--- config.mk ---
export PLATFORM = sky130hd
export DESIGN_NAME = tvg_div_cell
export DESIGN_NICKNAME = d
export VERILOG_FILES = /design/src/rtl/core/tvg_pkg.sv /design/src/rtl/core/tvg_div_cell.sv
export SDC_FILE = /design/constraint.sdc
export NUM_CORES = 1
export LEC_CHECK = 0
export BUFFER_PORTS_ARGS = -buffer_cell sky130_fd_sc_hd__buf_2
export CAP_MARGIN = 20
export CORE_ASPECT_RATIO = 1.75
export CORE_UTILIZATION = 48
export DETAILED_ROUTE_END_ITERATION = 10
export HOLD_SLACK_MARGIN = 0.03
export MAX_ROUTING_LAYER = met4
export PLACE_DENSITY = 0.81
export SLEW_MARGIN = 0
export SYNTH_ARGS = -nofsm -noshare
export SYNTH_HDL_FRONTEND = slang
export SYNTH_SLANG_ARGS = --single-unit
--- constraint.sdc ---
create_clock -name clk -period 5.1 [get_ports clk]
set_clock_uncertainty 0.2 [all_clocks]
set_input_delay 1.53 -clock clk [delete_from_list [all_inputs] [get_ports clk]]
set_output_delay 1.53 -clock clk [all_outputs]
set_load 0.02 [all_outputs]
--- src/rtl/core/tvg_pkg.sv ---
package tvg_pkg;

  localparam int CNT_W = 9;
  localparam int RAD_W = 15;
  localparam int IDX_W = 17;
  localparam int POS_W = 17;
  localparam int NRM_W = 16;

  localparam logic [CNT_W-1:0] MIN_SEG       = 9'd4;
  localparam logic [RAD_W-1:0] DEFAULT_MINOR = 15'd6554;

  // pi/2 and 1.0 in Q30
  localparam logic [30:0] HALFPI_Q30 = 31'd1686629713;
  localparam logic [30:0] ONE_Q30    = 31'h4000_0000;

  localparam int HORNER_STEPS = 5;
  localparam int unsigned HORNER_DIV [HORNER_STEPS] = '{110, 72, 42, 20, 6};

  // fold, angle scale, square, three per horner step, product, round
  localparam int SIN_LAT = 3 + 3 * HORNER_STEPS + 2;

  typedef enum logic [1:0] {
    REG_SLICE_COUNT  = 2'd0,
    REG_RING_COUNT   = 2'd1,
    REG_MINOR_RADIUS = 2'd2
  } cfg_reg_t;

  typedef struct packed {
    logic [IDX_W-1:0] vertex_index;
    logic             face_valid;
    logic [IDX_W-1:0] quad_v0;
    logic [IDX_W-1:0] quad_v1;
    logic [IDX_W-1:0] quad_v2;
    logic [IDX_W-1:0] quad_v3;
  } vtx_side_t;

endpackage

--- src/rtl/core/tvg_div_cell.sv ---
module tvg_div_cell #(
  parameter int NUM_W = 25,
  parameter int QUO_W = 16
) (
  input  logic                       clk,
  input  logic                       en,
  input  logic [tvg_pkg::CNT_W-1:0]  divisor,
  input  logic [tvg_pkg::CNT_W-1:0]  rem_i,
  input  logic [NUM_W-1:0]           num_i,
  input  logic [QUO_W-1:0]           quo_i,
  output logic [tvg_pkg::CNT_W-1:0]  rem_o,
  output logic [NUM_W-1:0]           num_o,
  output logic [QUO_W-1:0]           quo_o
);
  import tvg_pkg::*;

  logic [CNT_W:0]   trial;
  logic [CNT_W:0]   diff;
  logic             ge;
  logic [CNT_W-1:0] rem_nxt;
  logic [CNT_W-1:0] rem_r;
  logic [NUM_W-1:0] num_r;
  logic [QUO_W-1:0] quo_r;

  // one restoring step: bring down the next dividend bit
  always_comb begin
    trial   = {rem_i, num_i[NUM_W-1]};
    diff    = trial - {1'b0, divisor};
    ge      = (trial >= {1'b0, divisor});
    rem_nxt = ge ? diff[CNT_W-1:0] : trial[CNT_W-1:0];
  end

  always_ff @(posedge clk) begin
    if (en) begin
      rem_r <= rem_nxt;
      num_r <= {num_i[NUM_W-2:0], 1'b0};
      quo_r <= {quo_i[QUO_W-2:0], ge};
    end
  end

  assign rem_o = rem_r;
  assign num_o = num_r;
  assign quo_o = quo_r;

endmodule

# == Word level (Yosys, flattened, before mapping) ==
# Cells that the tools add are included.
# totals
reg_bits,49
inputBits,61
output_inout_bits,50
wordCells,6
# op_classes
add_sub_neg,1
order_cmp,1
n_mux,1
# op_table
op,count
$ge 10x9->1,1
$mux 9,1
$sub 9x9->9,1

# == Depth between registers and ports, before layout ==
# Gate-level depths: netlist of run 1.
# logic_depth
depth_word,2
mapped_depth,9

# == Worst setup path after synthesis of run 1 ==
# No wires, ideal clock.
# synth_path
kind,in2reg
start,input num_i[24]
end,"register rem_r[2] (netlist: rem_o[2]), data pin"
setup_ns,0.260
t_arrival_ns,3.355
required_time_ns,4.640
setup_slack_ns,1.285
path_stages,9
path_buffers,0
cell_sequence,inv_1 ha_1 inv_1 fa_1 a211oi_2 o21ai_2 a211oi_4 inv_4 mux2_4
# synth_via
elab_chain_len,2
elab_cells_between_ends,3
classes_between,add/sub (1); order compare (1); mux (1)
# synth_lines
element,line_no,source
from (decl),tvg_div_cell.sv:9,"input logic [NUM_W-1:0] num_i,"
$ge 10x9->1,tvg_div_cell.sv:29,"ge = (trial >= {1'b0, divisor});"
via ge,tvg_div_cell.sv:19,logic ge;
$mux 9,tvg_div_cell.sv:30,rem_nxt = ge ? diff[CNT_W-1:0] : trial[CNT_W-1:0];
via rem_nxt[2],tvg_div_cell.sv:20,logic [CNT_W-1:0] rem_nxt;
to (signal assigned),tvg_div_cell.sv:35,rem_r <= rem_nxt;
to (decl),tvg_div_cell.sv:21,logic [CNT_W-1:0] rem_r;
# The timed path passes the listed nets, and every way through them passes these cells.
# A chain may end at the register's enable or synchronous reset.

# == Worst setup path in the final report of run 1 ==
# layout_path
start,input num_i[24]
end,"register rem_r[7] (netlist: rem_o[7]), data pin"
# layout_via
elab_chain_len,2
elab_cells_between_ends,3
classes_between,add/sub (1); order compare (1); mux (1)
# layout_lines
element,line_no
$sub 9x9->9 / $ge 10x9->1 (equally long branches),"tvg_div_cell.sv:28, tvg_div_cell.sv:29"
$mux 9 *,tvg_div_cell.sv:30
via rem_nxt[7],tvg_div_cell.sv:20
# Mark *: on every way through the listed nets, which the timed path passes. The rest lies on a longest branch.

==> metrics.md, run 1 <==
| Metric | Value |
|---|---|
| Initial antenna violation count | 0 |
| Finish-stage setup viols | 0 |
| Ports | around 110 |
| CP max FO | 3 |
| CTS Root Cell | clkbuf_8 |
| Placed cells | just under 300 |
| Mapped Nets | 208 |
| Nets | 318 |
| DP HPWL | around 3800 um |
| CP startpoint kind | primary input |
| Total wire length | between 4000 and 5000 um |
| Vias | 1574 |
| Worst setup EP type | flop |
| Pin count of the biggest net entering global routing | 50 |
| Worst Tran Pin Value | approximately 1.0 ns |
| Status | complete, no violations |
| Setup ws final | 1.21 ns |
| Number of unique standard cell types used by synthesis | 44 |
| Cts bufs inserted | 5 |
| Unrepaired setup endpoints after global routing | false |
| Critical path type | in2reg |
| Via density | 5.30 |
| Row count | 31 |
| Non-Filler Instances | around 300 |
| IO buf count | ~110 |
| Max-slew headroom | 31.2% |
| Hold Crit Class | in2reg |
| Die Area | 4770 um2 |
| Maximum clock frequency | 257 MHz |
| H-tree depth | 2 |
| Hold-fix buffers, CTS | 0 |
| Fillers | 327 |
| CP Data Required Time | 4.91 ns |
| GPL Wtd Cong | just over 0.8 |
| Synth Instances | approximately 140 |
| Worst VDD drop | 0.000312 V |
| Max-Cap Viols | 0 |
| CTS tree | yes |
| Max Slew Vio Count | 0 |
| Post-cts sizing count | 0 |
| Avg WL per Cell | 15.8 um |
| Drt first pass iters | 4 |
| YS warnings | 0 |
| Postcts setup bufs | 0 |
| Grt ovf | 0 |
| Area Overhead vs Synth | 32.8% |
| CTS Buffer Depth | 2 |
| GRT Util Overall | around a fifth |
| Core area | 4230 um2 |
| Post-DRT Antenna Nets | 0 |
| Mapped cell area | 2160 um2 |
| Global-route wire length before repair | 7090 um |
| Die width | 52.7 um |
| Seq/Total Area, Yosys | a little under 70% |
| Iter 0 DRT Violations | 37 |
| Clock Pin Slew Worst Setup and Hold Paths | 0.09 ns |
| Remaining DRCs | 0 |
| Number of global-route vias before repair | 1572 |
| Critical Path AT | approximately 3.7 ns |
| Fin crit share | between 70% and 80% |
| Met2 WL | 2550 um |
| TNS Setup | 0 ns |
| Met3 wire length | around 440 um |
| Metal-1 WL | roughly 1600 um |
| Hold Vio Cnt, Final | 0 |
| Cell leakage power | 1.28 nW |
| # diodes | 0 |
| Die Ht | a little over 90 um |
| Synthesized area per cell | 15.7 um2 |
| Clock sink count | 49 |
| DR top layer | met4 |
| Initial Util | 51.0% |
| Core Util, Final | slightly below 70% |
| Worst hold slack | 1.20 ns |
| Layout cell share with drive strength beyond 1 | 51.2% |
| Tmin final | between 3 and 4 ns |
| Yosys reg bits | 49 |
| Power Density | 356 nW/um2 |
| Dpl ws | about 0.96 ns |
## cell usage after synthesis
cell	instances	area, um2
and3_2	1	7.51
buf_4	1	7.51
nor2_1	2	7.51
nor3b_1	1	7.51
clkbuf_1	2	7.51
o21ai_0	1	5.00
a311o_2	1	11.3
a31oi_1	1	6.26
mux2_4	3	45.0
a211oi_1	2	15.0
o21ai_2	1	8.76
xnor2_1	2	17.5
nand2_1	4	15.0
o21a_1	1	7.51
a21oi_1	6	30.0
inv_4	1	6.26
a211o_1	2	17.5
o31ai_1	2	15.0
inv_1	12	45.0
nand2b_1	3	18.8
nand4_1	1	6.26
ha_1	9	113
or3b_2	1	8.76
o2111ai_1	1	8.76
edfxtp_1	49	1470
fa_1	1	20.0
a31o_1	1	8.76
conb_1	1	3.75
a211oi_2	1	12.5
mux2i_1	2	20.0
a21o_1	3	22.5
xor2_1	1	8.76
a211oi_4	1	20.0
nor3_2	1	10.0
o211ai_1	4	30.0
o2111a_1	1	11.3
a311oi_1	1	8.76
buf_6	1	11.3
nand3_1	2	10.0
a2111oi_0	2	17.5
buf_2	1	5.00
a32oi_1	1	8.76
mux2_1	1	11.3
or3_1	1	6.26
## layout by cell type (no fill, tap or decap), drive strengths merged, types with 2 or more instances in the layout
cell     netlist  routed
o211ai         4       4
edfxtp        49      49
mux2i          2       2
buf            3     108
a211oi         4       4
clkbuf         2       5
a211o          2       2
nand2b         3       3
nand2          4       4
nor2           2       2
inv           13      14
nand3          2       2
a2111oi        2       2
o21ai          2       2
mux2           4       4
a21oi          6       6
o31ai          2       2
a21o           3       3
bufinv         0       2
xnor2          2       2
ha             9       9
## report_power, final
part | switching, mW | leakage (nW) | internal (mW)
logic | 0.122 | 0.727 | 0.0782
clock network | 0.125 | 0.0687 | 0.197
registers | 0.00877 | 0.480 | 0.487
total | 0.256 | 1.28 | 0.762
## cell families (layout without fill, tap and decap cells)
group | Yosys count | after routing | synth area share, %
compound gates | 33 | 33 | 12.3
xor+xnor | 3 | 3 | 1.22
fa+ha+maj | 10 | 10 | 6.15
buf+inv | 18 | 129 | 3.83
flops | 49 | 49 | 68.3
mux | 6 | 6 | 3.54
other cells | 1 | 1 | 0.174
simple gates | 17 | 17 | 4.53
## per-stage QoR
stage	cell area, um2	total power, mW
after floorplan	2160	0.628
after global placement	2730	0.700
after detailed placement	2730	0.706
after CTS	2860	1.02
after global routing	2860	1.06
final	2860	1.02
## critical path: stages
cell,delay [ns]
buf_2,0.09
inv_1,0.07
ha_1,0.16
inv_1,0.06
fa_1,0.43
a211oi_2,0.34
o21ai_2,0.15
a2111oi_0,0.72
a31oi_1,0.15
## metal layers
metal | vias to the layer above | global-route usage [%]
met5 | - | -
met4 | 0 | 8.77
met3 | 7 | 5.39
met2 | 102 | 38.4
li1 | 750 | -
met1 | 715 | 20.0
## registers in the layout, summed over array words and instances, names as in the netlist
register  flops
num_o        24
quo_o        16
rem_o         9
## path summary, 6_finish.rpt
kind	startpoint	endpoint	slack [ns]	cells after the start
hold / removal	quo_i[12]	quo_o[13]	1.20	1
setup / recovery	num_i[24]	rem_o[7]	1.21	9
## area by class of cell
| class | instances | area (um2) | share of cell area, % |
|---|---|---|---|
| tap | 49 | 61.3 | 2.14 |
| clock buffer | 5 | 68.8 | 2.40 |
| sequential | 49 | 1470 | 51.4 |
| inverter | 13 | 51.3 | 1.79 |
| clock inverter | 3 | 68.8 | 2.40 |
| multi-input combinational | 70 | 602 | 21.0 |
| timing repair buffer | 108 | 541 | 18.9 |
Power figures use the tool's default switching activity.
==> run 2: changes to the inputs <==
- CORE_UTILIZATION: 48 -> 45
- PLACE_DENSITY: 0.81 -> 0.76
- clock period: 5.1 -> 3.9 ns (I/O delays scaled with it)
==> metrics.md, run 2 (synthesis gave the netlist of run 1 again) <==
| Metric | Value |
|---|---|
| Vias | 1561 (was 1574) |
| Status | complete, no violations (unchanged) |
| Ports | 111 (unchanged) |
| Die Ht | 93.6 um (was 90.7 um) |
| Critical Path AT | 3.22 ns (was 3.70 ns) |
| Grt ovf | 0 (unchanged) |
| GR met3 Demand/Resource | 5.53% (was 5.39%) |
| CP Cell Sequence | buf_2 -> inv_1 -> ha_1 -> inv_1 -> fa_1 -> a211oi_2 -> o21ai_2 -> a211oi_4 -> inv_4 -> mux2_4 (was buf_2 -> inv_1 -> ha_1 -> inv_1 -> fa_1 -> a211oi_2 -> o21ai_2 -> a2111oi_0 -> a31oi_1) |
| Core area | 4620 um2 (was 4230 um2) |
| Max Slew Vio Count | 0 (unchanged) |
| Max-Cap Viols | 0 (unchanged) |
| Fillers | 362 (was 327) |
| Number of global-route vias before repair | 1503 (was 1572) |
| Critical path type | in2reg (unchanged) |
| Maximum clock frequency | 297 MHz |
| Power consumption | 1.20 mW (was 1.02 mW) |
| Total wire length | 4560 um (was 4700 um) |
| Worst VDD drop | 0.000414 V (was 0.000312 V) |
| Initial antenna violation count | 0 (unchanged) |
| Cell leakage power | 1.26 nW (was 1.28 nW) |
| Clock Pin Slew Worst Setup and Hold Paths | 0.09 ns (about the same) |
| Postcts setup bufs | 0 (unchanged) |
| Cell repeated most along the worst path | inv_1 (unchanged) |
| Remaining DRCs | 0 (unchanged) |
| CP startpoint kind | primary input (unchanged) |
| DP HPWL | 3780 um (was 3820 um) |
| Area of the multi-input gates | 602 um2 (unchanged) |
| Nets | 322 (was 318) |
| Global-route wire length before repair | 6770 um (was 7090 um) |
| Die Area | 5080 um2 (was 4770 um2) |
| Finish-stage setup viols | 0 (unchanged) |
| Commonest non-fill, non-tap cell in the layout | buf_2 (unchanged) |
| Die width | 54.3 um (was 52.7 um) |
| Hold Vio Cnt, Final | 0 (unchanged) |
| CTS Buffer Depth | 2 (unchanged) |
| Worst hold slack | 0.834 ns (was 1.20 ns) |
| Most frequent cells in the layout | buf_2 (108), edfxtp_1 (49), inv_1 (12) (unchanged) |
| Worst Tran Pin Value | 0.764 ns (was 1.03 ns) |
| Via density | 5.13 (was 5.30) |
| CTS tree | yes (unchanged) |
| Hold-fix buffers, CTS | 0 (unchanged) |
| # diodes | 0 (unchanged) |
| Setup ws final | 0.528 ns (was 1.21 ns) |
| Fin crit share | between 80 and 90% |
| Hold Crit Class | in2reg (unchanged) |
| Worst setup EP type | flop (unchanged) |
| Max-slew headroom | 49.1% (was 31.2%) |
| Post-DRT Antenna Nets | 0 (unchanged) |
| Pin count of the biggest net entering global routing | 37 (was 50) |
| Reg area | 1470 um2 (unchanged) |
| CP Data Required Time | 3.75 ns (was 4.91 ns) |
| CP max stage cell | fa_1 (was a2111oi_0) |
| Dpl ws | 0.230 ns (was 0.963 ns) |
| Global routing's busiest layer | met2 (unchanged) |
| H-tree depth | 2 (unchanged) |
| IO buf count | 108 (unchanged) |
| Cts bufs inserted | 5 (unchanged) |
| Unrepaired setup endpoints after global routing | false (unchanged) |
| Iter 0 DRT Violations | 35 (was 37) |
| Tmin final | 3.37 ns |
| GRT Util Overall | 19.6% (was 21.3%) |
| Layout cell share with drive strength beyond 1 | 51.6% (was 51.2%) |
| TNS Setup | 0 ns (unchanged) |
| Flip-flop count of the largest register, all copies and words added | 24 (unchanged) |
| Clock sink count | 49 (unchanged) |
| Initial Util | 46.6% (was 51.0%) |
| Max stage delay on crit path | 0.43 ns (was 0.72 ns) |
| Row count | 33 (was 31) |
| CTS Root Cell | clkbuf_8 (unchanged) |
| Avg WL per Cell | 15.0 um (was 15.8 um) |
| CP max FO | 7 (was 3) |
| Power Density | 421 nW/um2 (was 356 nW/um2) |
| GR Util met2 | 34.3% (was 38.4%) |
| Post-cts sizing count | 0 (unchanged) |
| Drt first pass iters | 6 (was 4) |
| Area Overhead vs Synth | 32.1% (was 32.8%) |
| GPL Wtd Cong | 0.860 (was 0.819) |
| Global-route met1 utilization | 18.9% (was 20.0%) |
[run 2: cell count changes in the layout (fill, tap and decap cells not counted)]
cell / change
buf_4: +4
bufinv_16: -2
clkinvlp_4: +2
clkbuf_1: +1
inv_6: -1
[run 2: worst max-delay path, delay by kind of cell]
family                   cells  cell delay (ns)
AO/OA/AOI/OAI                3             0.83
adder cells (fa/ha/maj)      2             0.59
buffers and inverters        4             0.33
multiplexers                 1             0.31
[run 2: cell type report]
| class | instances | share of cell area (%) |
|---|---|---|
| multi-input cells | 70 | 21.1 |
| inverters | 13 | 1.80 |
| clock buffers | 6 | 2.55 |
| clock inverters | 2 | 0.527 |
| repair buffers | 112 | 20.0 |
| well taps | 52 | 2.28 |
| flip-flops and latches | 49 | 51.7 |
[run 2: power breakdown]
group | switching [mW] | internal (mW)
clock network | 0.162 | 0.126
registers | 0.0101 | 0.636
logic | 0.159 | 0.105
[run 2: path summary, 6_finish.rpt]
| kind | cells after the start | to | slack (ns) | from |
|---|---|---|---|---|
| setup / recovery | 10 | rem_o[6] | 0.53 | num_i[24] |
| hold / removal | 1 | num_o[6] | 0.83 | num_i[5] |
[run 2: routing by layer]
metal | up-vias | routed length [um]
met5 | - | 0
met4 | 0 | 119
met3 | 12 | 524
met2 | 96 | 2350
met1 | 698 | 1570
li1 | 755 | -
[run 2: per-stage QoR]
| stage | cells | util, % | cell area (um2) |
|---|---|---|---|
| 2_1_floorplan | 137 | - | 2160 |
| 3_3_place_gp | 296 | 59.7 | 2760 |
| 3_5_place_dp | 296 | 59.7 | 2760 |
| 4_1_cts | 304 | 61.6 | 2850 |
| 5_1_grt | 304 | 61.6 | 2850 |
| 6_report | 304 | 61.6 | 2850 |
==> run 3: changes to the inputs <==
- MAX_ROUTING_LAYER: met4 -> unset
==> metrics.md, run 3 (synthesis gave the netlist of run 1 again) <==
| Metric | Value |
|---|---|
| CP max FO | 3 (was 7) |
| Clock Pin Slew Worst Setup and Hold Paths | 0.09 ns (about the same) |
| Max stage delay on crit path | 0.70 ns (was 0.43 ns) |
| Cts bufs inserted | 5 (unchanged) |
| GR met3 Demand/Resource | 6.83% (was 5.53%) |
| Worst path buffer plus inverter count | 3 (was 4) |
| CP startpoint kind | primary input (unchanged) |
| Hold Crit Class | in2reg (unchanged) |
| Die Area | 5080 um2 (unchanged) |
| Postcts setup bufs | 0 (unchanged) |
| Hold Vio Cnt, Final | 0 (unchanged) |
| # diodes | 0 (unchanged) |
| Die width | 54.3 um (unchanged) |
| Fin crit share | 89.7% (was 86.5%) |
| Core area | 4620 um2 (unchanged) |
| Worst hold slack | 0.843 ns (was 0.834 ns) |
| CP endpoint | rem_o[7] (was rem_o[6]) |
| Finish-stage setup viols | 0 (unchanged) |
| Layout cell share with drive strength beyond 1 | 51.0% (was 51.6%) |
| Hold-fix buffers, CTS | 0 (unchanged) |
| Unrepaired setup endpoints after global routing | false (unchanged) |
| Initial Util | 46.6% (unchanged) |
| Remaining DRCs | 0 (unchanged) |
| Cell repeated most along the worst path | inv_1 (unchanged) |
| Fillers | 385 (was 362) |
| Max-Cap Viols | 0 (unchanged) |
| Post-cts sizing count | 0 (unchanged) |
| Grt ovf | 0 (unchanged) |
| Max Slew Vio Count | 0 (unchanged) |
| Drt first pass iters | 6 (unchanged) |
| Flip-flop count of the largest register, all copies and words added | 24 (unchanged) |
| GPL Wtd Cong | 0.828 (was 0.860) |
| Placed cells | 293 (was 296) |
| CTS tree | yes (unchanged) |
| Area of the multi-input gates | 602 um2 (unchanged) |
| Critical path's top delay family | compound AO/OA/AOI/OAI gates (unchanged) |
| Most frequent cells in the layout | buf_2 (108), edfxtp_1 (49), inv_1 (12) (unchanged) |
| Worst Tran Pin Value | 1.03 ns (was 0.764 ns) |
| CP max stage cell | a2111oi_0 (was fa_1) |
| Number of global-route vias before repair | 1491 (was 1503) |
| Non-Filler Instances | 301 (was 304) |
| DP HPWL | 3580 um (was 3780 um) |
| Power Density | 424 nW/um2 (was 421 nW/um2) |
| Pin count of the biggest net entering global routing | 50 (was 37) |
| GR Util met2 | 31.8% (was 34.3%) |
| Tmin final | 3.50 ns (was 3.37 ns) |
| Global-route met1 utilization | 18.7% (was 18.9%) |
| Vias | 1579 (was 1561) |
| Global routing's busiest layer | met2 (unchanged) |
| Clock sink count | 49 (unchanged) |
| Commonest non-fill, non-tap cell in the layout | buf_2 (unchanged) |
| Total wire length | 4580 um (was 4560 um) |
| Iter 0 DRT Violations | 24 (was 35) |
| Ports | 111 (unchanged) |
| Nets | 319 (was 322) |
| Cell leakage power | 1.25 nW (was 1.26 nW) |
| Critical path type | in2reg (unchanged) |
| IO buf count | 108 (unchanged) |
| Die Ht | 93.6 um (unchanged) |
| CTS Root Cell | clkbuf_8 (unchanged) |
| Critical Path Start | num_i[24] (unchanged) |
| Critical Path AT | 3.30 ns (was 3.22 ns) |
| Worst setup EP type | flop (unchanged) |
| TNS Setup | 0 ns (unchanged) |
| Crit. path cell count | 9 (was 10) |
| Initial antenna violation count | 0 (unchanged) |
| Status | complete, no violations (unchanged) |
| Global-route wire length before repair | 6660 um (was 6770 um) |
| Reg area | 1470 um2 (unchanged) |
| Max-slew headroom | 31.4% (was 49.1%) |
| GRT Util Overall | 18.6% (was 19.6%) |
| Worst VDD drop | 0.000315 V (was 0.000414 V) |
| Maximum clock frequency | 286 MHz (was 297 MHz) |
| H-tree depth | 2 (unchanged) |
| CP Data Required Time | 3.71 ns (was 3.75 ns) |
| Row count | 33 (unchanged) |
| CP Cell Sequence | buf_2 -> inv_1 -> ha_1 -> inv_1 -> fa_1 -> a211oi_2 -> o21ai_2 -> a2111oi_0 -> a31oi_1 (was buf_2 -> inv_1 -> ha_1 -> inv_1 -> fa_1 -> a211oi_2 -> o21ai_2 -> a211oi_4 -> inv_4 -> mux2_4) |
| Post-DRT Antenna Nets | 0 (unchanged) |
| Avg WL per Cell | 15.2 um (was 15.0 um) |
| CTS Buffer Depth | 2 (unchanged) |
| Area Overhead vs Synth | 31.1% (was 32.1%) |
| Via density | 5.25 (was 5.13) |
[run 3: cell count changes in the layout (fill, tap and decap cells not counted)]
cell	previous run	this run
buf_4	4	1
[run 3: area by class of cell]
class,count,share of cell area (%)
Multi-Input combinational cell,70,21.3
Clock inverter,2,0.531
Clock buffer,6,2.57
Timing Repair Buffer,109,19.4
Sequential cell,49,52.1
Tap cell,52,2.30
Inverter,13,1.82
[run 3: worst min path at each step]
stage,startpoint,endpoint,cells after the start
2_1_floorplan,num_i[9],num_o[10],0
3_3_place_gp,quo_i[11],quo_o[12],1
3_5_place_dp,num_i[22],num_o[23],1
4_1_cts,num_i[9],num_o[10],1
5_1_grt,quo_i[1],quo_o[2],1
6_report,num_i[9],num_o[10],1
[run 3: layer usage]
layer	vias up	wire length, um
li1	748	-
met1	706	1630
met2	108	2240
met3	17	545
met4	0	166
met5	-	0
[run 3: through the flow]
stage	power, mW	setup WS, ns	util, %	area, um2
floorplan	0.821	0.445	-	2160
global placement	0.916	0.219	59.2	2740
detailed placement	0.922	0.141	59.2	2740
CTS	1.21	0.445	61.1	2830
global route	1.26	0.402	61.1	2830
finish	1.20	0.401	61.1	2830
[run 3: power by group]
part	leakage, nW	total (mW)	internal, mW	switching [mW]
logic	0.732	0.263	0.103	0.159
clock network	0.0374	0.289	0.126	0.162
registers	0.480	0.647	0.637	0.0109
